[config.mk]
export PLATFORM = sky130hd
export DESIGN_NAME = magic_length_tail_deframer
export DESIGN_NICKNAME = d
export VERILOG_FILES = /design/src/sv/mltd_pkg.sv /design/src/sv/mltd_ram.sv /design/src/sv/magic_length_tail_deframer.sv
export VERILOG_INCLUDE_DIRS = /design/src /design/src/sv
export SDC_FILE = /design/constraint.sdc
export NUM_CORES = 1
export LEC_CHECK = 0
export ABC_AREA = 1
export BUFFER_PORTS_ARGS = -buffer_cell sky130_fd_sc_hd__buf_4
export CORE_MARGIN = 1
export CORE_UTILIZATION = 37
export CTS_CLUSTER_DIAMETER = 100
export DETAILED_ROUTE_END_ITERATION = 10
export HOLD_SLACK_MARGIN = 0.02
export PLACE_DENSITY = 0.55
export RECOVER_POWER = 50
export SYNTH_ARGS = -nofsm -noshare
export SYNTH_HDL_FRONTEND = slang
export SYNTH_HIERARCHICAL = 1
export SYNTH_SLANG_ARGS = --single-unit
[constraint.sdc]
create_clock -name i_clk -period 3.5 [get_ports i_clk]
set_clock_uncertainty 0.15 [all_clocks]
set_input_delay 0.7 -clock i_clk [delete_from_list [all_inputs] [get_ports i_clk]]
set_output_delay 0.7 -clock i_clk [all_outputs]
set_load 0.02 [all_outputs]
[src/sv/magic_length_tail_deframer_defines.svh]
// assertion helpers for the deframer
`ifndef MAGIC_LENGTH_TAIL_DEFRAMER_DEFINES_SVH
`define MAGIC_LENGTH_TAIL_DEFRAMER_DEFINES_SVH

// same-cycle implication on the local clock and reset
`define MLTD_ASSERT_IMP(lbl, ante, cons, msg) \
    lbl: assert property (@(posedge i_clk) disable iff (!i_rst_n) (ante) |-> (cons)) \
        else $error(msg);

// next-cycle implication on the local clock and reset
`define MLTD_ASSERT_NXT(lbl, ante, cons, msg) \
    lbl: assert property (@(posedge i_clk) disable iff (!i_rst_n) (ante) |=> (cons)) \
        else $error(msg);

`endif

[src/sv/mltd_pkg.sv]
package mltd_pkg;

    // default buffer depth in bytes
    localparam int DEF_BUF_BYTES = 64;

    // frame format
    localparam logic [7:0] HEAD_MAGIC = 8'hA5;
    localparam logic [7:0] TAIL_MAGIC = 8'hA7;
    localparam int         MIN_FRAME  = 6;
    localparam int         LEN_LO_OFF = 2;
    localparam int         LEN_HI_OFF = 3;
    localparam int         PAY_OFF    = 4;

    // sequencer states
    typedef enum logic [5:0] {
        S_IDLE  = 6'b000001,
        S_SRCH  = 6'b000010,
        S_LEN   = 6'b000100,
        S_TAIL  = 6'b001000,
        S_EMIT  = 6'b010000,
        S_FLUSH = 6'b100000
    } t_state;

    // read phases of the header and tail checks
    typedef enum logic [2:0] {
        PH_ISSUE  = 3'b001,
        PH_SECOND = 3'b010,
        PH_EVAL   = 3'b100
    } t_phase;

endpackage

[src/sv/mltd_ram.sv]
module mltd_ram #(
    parameter int WIDTH = 8,
    parameter int DEPTH = 64
) (
    input  logic                     i_clk,
    input  logic                     i_wr_en,
    input  logic [$clog2(DEPTH)-1:0] i_wr_addr,
    input  logic [WIDTH-1:0]         i_wr_data,
    input  logic                     i_rd_en,
    input  logic [$clog2(DEPTH)-1:0] i_rd_addr,
    output logic [WIDTH-1:0]         o_rd_data
);

    logic [WIDTH-1:0] r_mem [DEPTH];
    logic [WIDTH-1:0] r_rd_data;

    // write port
    always_ff @(posedge i_clk) begin
        if (i_wr_en) begin
            r_mem[i_wr_addr] <= i_wr_data;
        end
    end

    // registered read, holds while not enabled
    always_ff @(posedge i_clk) begin
        if (i_rd_en) begin
            r_rd_data <= r_mem[i_rd_addr];
        end
    end

    assign o_rd_data = r_rd_data;

endmodule

[src/sv/magic_length_tail_deframer.sv]
// Byte-stream deframer for frames of the form A5 A5, 16-bit little-endian total length,
// payload, A7 A7. Bytes sit in a circular buffer RAM of BUF_BYTES entries with a head
// pointer and a fill count. A byte that only extends the frame at the buffer front is taken
// without stalling the input. The byte that completes a frame with a good tail starts
// payload readout through the single RAM read port at one beat per cycle while the output
// is not stalled. A marker beat with byte_valid low stands for an empty payload. A bad
// length (below 6 or above BUF_BYTES) or a bad tail drops the two head bytes and rescans
// the buffer byte by byte through the same port, then reads the length and tail from the RAM;
// input is stalled meanwhile. The last result caused by a byte carries run_last and leaves
// once the scan for that byte ends, so the final beat of a frame is delivered at the end of
// its step. No clearing pass: the RAM needs no reset.
`include "magic_length_tail_deframer_defines.svh"

module magic_length_tail_deframer import mltd_pkg::*; #(
    parameter int BUF_BYTES = DEF_BUF_BYTES
) (
    input  logic       i_clk,
    input  logic       i_rst_n,
    input  logic       i_valid,
    output logic       o_stall,
    input  logic [7:0] i_rx_byte,
    output logic       o_valid,
    input  logic       i_stall,
    output logic [7:0] o_payload_byte,
    output logic       o_byte_valid,
    output logic       o_frame_first,
    output logic       o_frame_last,
    output logic       o_run_last
);

    localparam int AW = $clog2(BUF_BYTES);
    localparam int FW = $clog2(BUF_BYTES + 1);

    localparam logic [AW:0]   BUF_A  = (AW + 1)'(BUF_BYTES);
    localparam logic [16:0]   BUF_L  = 17'(BUF_BYTES);
    localparam logic [15:0]   MIN_L  = 16'(MIN_FRAME);
    localparam logic [FW-1:0] MIN_F  = FW'(MIN_FRAME);
    localparam logic [FW-1:0] PAY_F  = FW'(PAY_OFF);
    localparam logic [AW-1:0] LO_A   = AW'(LEN_LO_OFF);
    localparam logic [AW-1:0] HI_A   = AW'(LEN_HI_OFF);
    localparam logic [FW-1:0] ZERO_F = '0;
    localparam logic [FW-1:0] ONE_F  = FW'(1);
    localparam logic [FW-1:0] TWO_F  = FW'(2);
    localparam logic [FW-1:0] THR_F  = FW'(3);
    localparam logic [FW-1:0] FOUR_F = FW'(4);

    // buffer index with wrap, offset always below twice the depth
    function automatic logic [AW-1:0] wrap(input logic [AW-1:0] base,
                                           input logic [AW-1:0] off);
        logic [AW:0] s;
        s = {1'b0, base} + {1'b0, off};
        if (s >= BUF_A) begin
            s = s - BUF_A;
        end
        return s[AW-1:0];
    endfunction

    // sequencer and buffer state
    t_state        r_state, n_state;
    t_phase        r_ph, n_ph;
    logic [AW-1:0] r_head, n_head;
    logic [FW-1:0] r_fill, n_fill;
    logic [FW-1:0] r_total, n_total;
    logic [FW-1:0] r_idx, n_idx;
    logic [FW-1:0] r_em_off, n_em_off;
    logic          r_prev_a5, n_prev_a5;
    logic          r_tail_ok, n_tail_ok;
    logic [7:0]    r_lo, n_lo;
    logic [7:0]    r_prev_rx, n_prev_rx;

    // read stage tags
    logic r_rd_v, n_rd_v;
    logic r_rd_first, n_rd_first;
    logic r_rd_last, n_rd_last;

    // pending beat and output register
    logic       r_pd_v;
    logic [7:0] r_pd_byte;
    logic       r_pd_bv, r_pd_first, r_pd_last;
    logic       r_out_v;
    logic [7:0] r_out_byte;
    logic       r_out_bv, r_out_first, r_out_last, r_out_run;

    // ram ports
    logic          wr_en;
    logic [AW-1:0] wr_addr;
    logic          rd_en;
    logic [AW-1:0] rd_addr;
    logic [7:0]    rd_data;

    // flow control
    logic          out_free, pd_take, marker, em_issue, consume, mark_push, push;
    logic          em_done, move;
    logic [FW-1:0] em_end;
    logic [7:0]    p_byte;
    logic          p_bv, p_first, p_last;

    mltd_ram #(
        .WIDTH (8),
        .DEPTH (BUF_BYTES)
    ) u_buf (
        .i_clk     (i_clk),
        .i_wr_en   (wr_en),
        .i_wr_addr (wr_addr),
        .i_wr_data (i_rx_byte),
        .i_rd_en   (rd_en),
        .i_rd_addr (rd_addr),
        .o_rd_data (rd_data)
    );

    assign o_stall   = (r_state != S_IDLE);
    assign out_free  = !r_out_v || !i_stall;
    assign pd_take   = !r_pd_v || out_free;
    assign em_end    = r_total - TWO_F;
    assign marker    = (r_total == MIN_F);
    assign em_issue  = (r_state == S_EMIT) && !marker && (r_em_off != em_end)
                       && (!r_rd_v || pd_take);
    assign consume   = r_rd_v && pd_take;
    assign mark_push = (r_state == S_EMIT) && marker && pd_take;
    assign push      = consume || mark_push;
    assign em_done   = (r_state == S_EMIT) && !marker && (r_em_off == em_end)
                       && (!r_rd_v || consume);
    assign move      = r_pd_v && out_free && (push || (r_state == S_FLUSH));

    // beat entering the pending slot
    always_comb begin
        if (mark_push) begin
            p_byte  = 8'h00;
            p_bv    = 1'b0;
            p_first = 1'b1;
            p_last  = 1'b1;
        end else begin
            p_byte  = rd_data;
            p_bv    = 1'b1;
            p_first = r_rd_first;
            p_last  = r_rd_last;
        end
    end

    // sequencer: fast path on arrival, rescan and readout over the ram
    always_comb begin
        logic [15:0]   len16;
        logic [FW-1:0] fill_inc;
        logic [FW-1:0] skip;
        logic          drop2;
        logic          drop_frame;
        logic          start_emit;

        n_state    = r_state;
        n_ph       = r_ph;
        n_head     = r_head;
        n_fill     = r_fill;
        n_total    = r_total;
        n_idx      = r_idx;
        n_em_off   = r_em_off;
        n_prev_a5  = r_prev_a5;
        n_tail_ok  = r_tail_ok;
        n_lo       = r_lo;
        n_prev_rx  = r_prev_rx;
        n_rd_v     = r_rd_v;
        n_rd_first = r_rd_first;
        n_rd_last  = r_rd_last;
        wr_en      = 1'b0;
        wr_addr    = wrap(r_head, r_fill[AW-1:0]);
        rd_en      = 1'b0;
        rd_addr    = r_head;
        len16      = {rd_data, r_lo};
        fill_inc   = r_fill + ONE_F;
        skip       = r_idx - ONE_F;
        drop2      = 1'b0;
        drop_frame = 1'b0;
        start_emit = 1'b0;

        unique case (r_state)
            S_IDLE: begin
                if (i_valid) begin
                    wr_en     = 1'b1;
                    n_prev_rx = i_rx_byte;
                    len16     = {i_rx_byte, r_prev_rx};
                    if (r_fill == ZERO_F) begin
                        n_fill = (i_rx_byte == HEAD_MAGIC) ? ONE_F : ZERO_F;
                    end else if (r_fill == ONE_F) begin
                        n_fill = (i_rx_byte == HEAD_MAGIC) ? TWO_F : ZERO_F;
                    end else if (r_fill == TWO_F) begin
                        n_fill = THR_F;
                    end else if (r_fill == THR_F) begin
                        if ((len16 < MIN_L) || (17'(len16) > BUF_L)) begin
                            n_fill = FOUR_F;
                            drop2  = 1'b1;
                        end else begin
                            n_fill  = FOUR_F;
                            n_total = len16[FW-1:0];
                        end
                    end else begin
                        n_fill = fill_inc;
                        if (fill_inc == r_total) begin
                            if ((r_prev_rx == TAIL_MAGIC) && (i_rx_byte == TAIL_MAGIC)) begin
                                start_emit = 1'b1;
                            end else begin
                                drop2 = 1'b1;
                            end
                        end
                    end
                end
            end
            S_SRCH: begin
                if (r_ph == PH_ISSUE) begin
                    rd_en   = 1'b1;
                    rd_addr = wrap(r_head, r_idx[AW-1:0]);
                    n_ph    = PH_SECOND;
                end else if (r_prev_a5 && (rd_data == HEAD_MAGIC)) begin
                    // head found one byte back
                    n_head = wrap(r_head, skip[AW-1:0]);
                    n_fill = r_fill - skip;
                    n_ph   = PH_ISSUE;
                    n_state = (n_fill < FOUR_F) ? S_FLUSH : S_LEN;
                end else if ((r_idx + ONE_F) == r_fill) begin
                    // no head: keep a trailing A5 only
                    if (rd_data == HEAD_MAGIC) begin
                        n_head = wrap(r_head, skip[AW-1:0] + AW'(1));
                        n_fill = ONE_F;
                    end else begin
                        n_fill = ZERO_F;
                    end
                    n_state = S_FLUSH;
                end else begin
                    n_prev_a5 = (rd_data == HEAD_MAGIC);
                    n_idx     = r_idx + ONE_F;
                    n_ph      = PH_ISSUE;
                end
            end
            S_LEN: begin
                case (r_ph)
                    PH_ISSUE: begin
                        rd_en   = 1'b1;
                        rd_addr = wrap(r_head, LO_A);
                        n_ph    = PH_SECOND;
                    end
                    PH_SECOND: begin
                        n_lo    = rd_data;
                        rd_en   = 1'b1;
                        rd_addr = wrap(r_head, HI_A);
                        n_ph    = PH_EVAL;
                    end
                    default: begin
                        if ((len16 < MIN_L) || (17'(len16) > BUF_L)) begin
                            drop2 = 1'b1;
                        end else begin
                            n_total = len16[FW-1:0];
                            n_ph    = PH_ISSUE;
                            n_state = (17'(r_fill) < 17'(len16)) ? S_FLUSH : S_TAIL;
                        end
                    end
                endcase
            end
            S_TAIL: begin
                case (r_ph)
                    PH_ISSUE: begin
                        rd_en   = 1'b1;
                        rd_addr = wrap(r_head, em_end[AW-1:0]);
                        n_ph    = PH_SECOND;
                    end
                    PH_SECOND: begin
                        n_tail_ok = (rd_data == TAIL_MAGIC);
                        rd_en     = 1'b1;
                        rd_addr   = wrap(r_head, em_end[AW-1:0] + AW'(1));
                        n_ph      = PH_EVAL;
                    end
                    default: begin
                        if (r_tail_ok && (rd_data == TAIL_MAGIC)) begin
                            start_emit = 1'b1;
                        end else begin
                            drop2 = 1'b1;
                        end
                    end
                endcase
            end
            S_EMIT: begin
                if (marker) begin
                    drop_frame = pd_take;
                end else begin
                    if (em_issue) begin
                        rd_en      = 1'b1;
                        rd_addr    = wrap(r_head, r_em_off[AW-1:0]);
                        n_em_off   = r_em_off + ONE_F;
                        n_rd_v     = 1'b1;
                        n_rd_first = (r_em_off == PAY_F);
                        n_rd_last  = ((r_em_off + ONE_F) == em_end);
                    end else if (consume) begin
                        n_rd_v = 1'b0;
                    end
                    drop_frame = em_done;
                end
            end
            S_FLUSH: begin
                if (pd_take) begin
                    n_state = S_IDLE;
                end
            end
            default: begin
                n_state = S_IDLE;
            end
        endcase

        // drop the two head bytes and rescan
        if (drop2) begin
            n_head    = wrap(r_head, TWO_F[AW-1:0]);
            n_fill    = n_fill - TWO_F;
            n_idx     = ZERO_F;
            n_prev_a5 = 1'b0;
            n_ph      = PH_ISSUE;
            n_state   = S_SRCH;
        end

        // payload readout of a checked frame
        if (start_emit) begin
            n_em_off = PAY_F;
            n_rd_v   = 1'b0;
            n_ph     = PH_ISSUE;
            n_state  = S_EMIT;
        end

        // frame delivered, remove it from the buffer
        if (drop_frame) begin
            n_head    = wrap(r_head, r_total[AW-1:0]);
            n_fill    = r_fill - r_total;
            n_idx     = ZERO_F;
            n_prev_a5 = 1'b0;
            n_ph      = PH_ISSUE;
            n_state   = (n_fill == ZERO_F) ? S_FLUSH : S_SRCH;
        end
    end

    // control registers
    always_ff @(posedge i_clk) begin
        if (!i_rst_n) begin
            r_state <= S_IDLE;
            r_ph    <= PH_ISSUE;
            r_head  <= '0;
            r_fill  <= '0;
            r_rd_v  <= 1'b0;
        end else begin
            r_state <= n_state;
            r_ph    <= n_ph;
            r_head  <= n_head;
            r_fill  <= n_fill;
            r_rd_v  <= n_rd_v;
        end
    end

    // working registers
    always_ff @(posedge i_clk) begin
        r_total    <= n_total;
        r_idx      <= n_idx;
        r_em_off   <= n_em_off;
        r_prev_a5  <= n_prev_a5;
        r_tail_ok  <= n_tail_ok;
        r_lo       <= n_lo;
        r_prev_rx  <= n_prev_rx;
        r_rd_first <= n_rd_first;
        r_rd_last  <= n_rd_last;
    end

    // pending beat: held until the next beat or the end of the step decides run_last
    always_ff @(posedge i_clk) begin
        if (!i_rst_n) begin
            r_pd_v <= 1'b0;
        end else if (push) begin
            r_pd_v <= 1'b1;
        end else if (move) begin
            r_pd_v <= 1'b0;
        end
    end

    always_ff @(posedge i_clk) begin
        if (push) begin
            r_pd_byte  <= p_byte;
            r_pd_bv    <= p_bv;
            r_pd_first <= p_first;
            r_pd_last  <= p_last;
        end
    end

    // output register
    always_ff @(posedge i_clk) begin
        if (!i_rst_n) begin
            r_out_v <= 1'b0;
        end else if (out_free) begin
            r_out_v <= move;
        end
    end

    always_ff @(posedge i_clk) begin
        if (move) begin
            r_out_byte  <= r_pd_byte;
            r_out_bv    <= r_pd_bv;
            r_out_first <= r_pd_first;
            r_out_last  <= r_pd_last;
            r_out_run   <= !push;
        end
    end

    assign o_valid        = r_out_v;
    assign o_payload_byte = r_out_byte;
    assign o_byte_valid   = r_out_bv;
    assign o_frame_first  = r_out_first;
    assign o_frame_last   = r_out_last;
    assign o_run_last     = r_out_run;

    // checks
    `MLTD_ASSERT_IMP(a_idle_no_pending, (r_state == S_IDLE), !r_pd_v,
                     "pending beat left over at end of step")
    `MLTD_ASSERT_IMP(a_read_stage_in_emit, r_rd_v, (r_state == S_EMIT),
                     "payload read outstanding outside readout")
    `MLTD_ASSERT_IMP(a_partial_frame, ((r_state == S_IDLE) && (r_fill >= FOUR_F)),
                     (r_fill < r_total), "buffered frame not shorter than its length")
    `MLTD_ASSERT_NXT(a_flush_ends_step, ((r_state == S_FLUSH) && move),
                     (r_state == S_IDLE), "step did not end after final beat")

endmodule

==> results.toml <==
[finish]
mostFrequentLayoutCell = "nand2_1"
areaGrowthSynthToFinish_pct = 23.9
seq_area_sq_mm = 0.0179
final_area_sq_mm = 0.0363
final_cells = 4314
nets = 3302
fillerInstances = 7276
drive_gt1_frac = 0.204
layout_common_cells = "842 x nand2_1, 569 x edfxtp_1, 427 x nand3_1, 229 x buf_4, 169 x inv_1"
multi_input_area_sq_mm = 0.0106
num_antenna_cells = 0

[logic_synthesis]
synth_fa_ha_area_frac = 0.0328
yosysSeqAreaShare = 0.610
synthMuxAreaShare = 0
synth_top_family_by_area = "simple AND/OR/NAND/NOR gates"
ys.flop_type = "edfxtp_1"
synth_nets = 3004
syn_avg_cell_area_sq_um = 10.0
async_reset_ff_frac = 0
synthSimpleGateAreaFrac = 0.247
syn_area_sq_mm = 0.0293
yosysWarningCount = 6
synth_cell_types = 61
synth_cells = 2920
synthXorXnorAreaFrac = 0.0185
synth_edf_count = 569
ys_seq_elements = 609
synth-compound-area-share = 0.0377

[die]
coreArea_sq_mm = 0.0778
dieArea_sq_mm = 0.0803
start_util = 0.376
io-pin-count = 26
die_h_microns = 283
rows = 102
dieWidth_microns = 283

[timing]
timing.final.ws_setup_ps = -234
post-route-min-period_ps = 3730
fmax_mhz = 268
tightest_slew_ps = 1730
period_share = 1.07
hold_slack_ps = 225
slew_headroom = -0.151
rsz0062_at_grt = "yes"
setup_viol = 47
tns_ps = -4100
hold_viol_final = 0
slew_viol_final = 305

[route]
dr.first_iter.drc_count = 2853
postRouteWirelength_mm = 95.0
wl_per_cell_microns = 22.0
vias_per_cell = 5.35
num_vias = 23100
drt-pass1-iter-count = 6
remaining_drc_errors = 0
ant_nets = 0

[setup_path]
worstPathArrival_ps = 3960
crit_required_ps = 3730
critPathTopFamily = "simple AND/OR/NAND/NOR gates"
startpoint_type = "flop"
cpMaxStageDelayCell = "edfxtp_1"
path_cells = "buf_6 -> nor2_4 -> buf_6 -> nand2_2 -> xor2_2 -> xor2_1 -> nor3_2 -> nand3_1 -> nand2_2 -> buf_6 -> o21ai_1 -> a22oi_2 -> buf_12 -> inv_16 -> buf_16 -> buf_4 -> nand2_1 -> nand3_1 -> nand3_1 -> nand2_2 -> nand2_2 -> nand3_1 -> nand3_2 -> nand2_1"
path_class = "reg -> reg"
path_buf_inv = 7
crit_fanout = 6
cpPeakStageDelay_ps = 420
end_kind = "flop"

[global_route]
overflow = 0
grtUsageTotal = 0.231
grt_pass1_wl_mm = 140
grt_antenna_before_repair = 2
grt_pass1_vias = 22300
grt_max_degree = 64

[cts]
clk_latency_ps = 630
cts_root_buf = "clkbuf_16"
cts_num_sinks = 609
clk_pin_slew_worst_paths_ps = 60
htree_levels = 3
clk_path_buf_depth = 3
cts_tree = "yes"
cts_made_buffers = 68

[power_and_ir_drop]
power_density_mw_per_mm2 = 551
ir_drop_uv = 343
power.leakage_uw = 0.0143
finalPower_uw = 20000

[placement]
dp_cells = 4141
place.port_buffers = 25
dpl_cell_area_sq_mm = 0.0325
place.gp.congestion = 0.913
place_hpwl_mm = 63.2

[outcome]
violations = "capacitance limit, slew limit, setup timing"
status = "finished with violations"

[worst_hold_path]
hp-class = "in -> reg"

[run]
maxCapViolCount = 5
cell families (layout without fill, tap and decap cells):
logic type / count (synthesis) / after routing
AND/OR/NAND/NOR: 1659 / 1659
flip-flops: 609 / 609
buffers and inverters: 328 / 682
AO/OA/AOI/OAI: 191 / 191
adder cells (fa/ha/maj): 72 / 72
XOR/XNOR: 61 / 61
final cells by class:
cell class / instances / area share
flip-flops and latches: 609 / 0.493
multi-input cells: 1983 / 0.293
repair buffers: 355 / 0.0958
clock buffers: 86 / 0.0487
well taps: 1040 / 0.0359
inverters: 200 / 0.0216
clock inverters: 40 / 0.0122
repair inverters: 1 / 0.000241
sequential cells by signal, indices dropped and copies added (netlist names), 7 cells and up:
signal	count
u_buf/r_mem	512
o_payload_byte	8
r_lo	8
r_pd_byte	8
r_prev_rx	8
u_buf/o_rd_data	8
r_em_off	7
r_fill	7
r_idx	7
r_total	7
tightest hold or removal path: cells and delay by family:
family	cells	cell delay, ps
buffers and inverters	1	110
and+or+nand+nor	1	70
AOI/OAI and AO/OA	1	60
report_power, final:
part | internal [uW] | switching, uW
Clock | 4160 | 3040
Combinational | 1720 | 2690
Sequential | 8230 | 159
Total | 14100 | 5880
metrics by stage:
| stage | utilization | worst slack, ps |
|---|---|---|
| 2_1_floorplan | - | 28.8 |
| 3_3_place_gp | 0.417 | -572 |
| 3_5_place_dp | 0.417 | -601 |
| 4_1_cts | 0.461 | -199 |
| 5_1_grt | 0.466 | -411 |
| 6_report | 0.466 | -234 |
Yosys cell counts, types with 5 or more instances:
master / count / area share
xor2_1: 52 / 0.016
o22ai_1: 6 / 0.0013
nor3_1: 30 / 0.0051
nand2_1: 881 / 0.11
clkbuf_1: 14 / 0.0018
buf_1: 12 / 0.0015
o211ai_1: 5 / 0.0013
o21ai_1: 5 / 0.00085
nor2_1: 159 / 0.020
buf_4: 13 / 0.0033
o21ai_0: 75 / 0.013
inv_1: 174 / 0.022
buf_2: 60 / 0.010
nand2_2: 14 / 0.0030
xnor2_1: 8 / 0.0024
nand3b_1: 5 / 0.0013
nand4_1: 19 / 0.0041
nor2_2: 8 / 0.0017
edfxtp_1: 569 / 0.58
nand3_2: 5 / 0.0017
nand3_1: 512 / 0.087
a21oi_1: 67 / 0.011
ha_1: 64 / 0.027
fa_1: 8 / 0.0055
dfxtp_1: 40 / 0.027
buf_6: 27 / 0.010
inv_2: 23 / 0.0029
layer usage:
metal | track usage | up-vias | wire (microns)
met1 | 0.326 | 11200 | 41400
met2 | 0.361 | 1032 | 42600
met3 | 0.0405 | 186 | 8000
met4 | 0.0734 | 0 | 3020
met5 | 0 | - | 0
li1 | - | 10700 | -
path summary, 6_finish.rpt:
check	start	endpoint	cells past startpoint	slack, ps
setup / recovery	r_total[2]	u_buf/o_rd_data[3]	24	-230
hold / removal	i_stall	o_valid	3	230
setup reg to reg	r_total[2]	u_buf/o_rd_data[3]	24	-230
hold reg to reg	r_pd_last	o_frame_last	0	270
what timing repair did:
action,CTS,global route
endpoints found under the setup margin,117,344
setup buffers,24,7
resized for setup,164,99
pin swaps,22,20
hold buffers,0,0
cloned,12,7
Power figures use the tool's default switching activity.
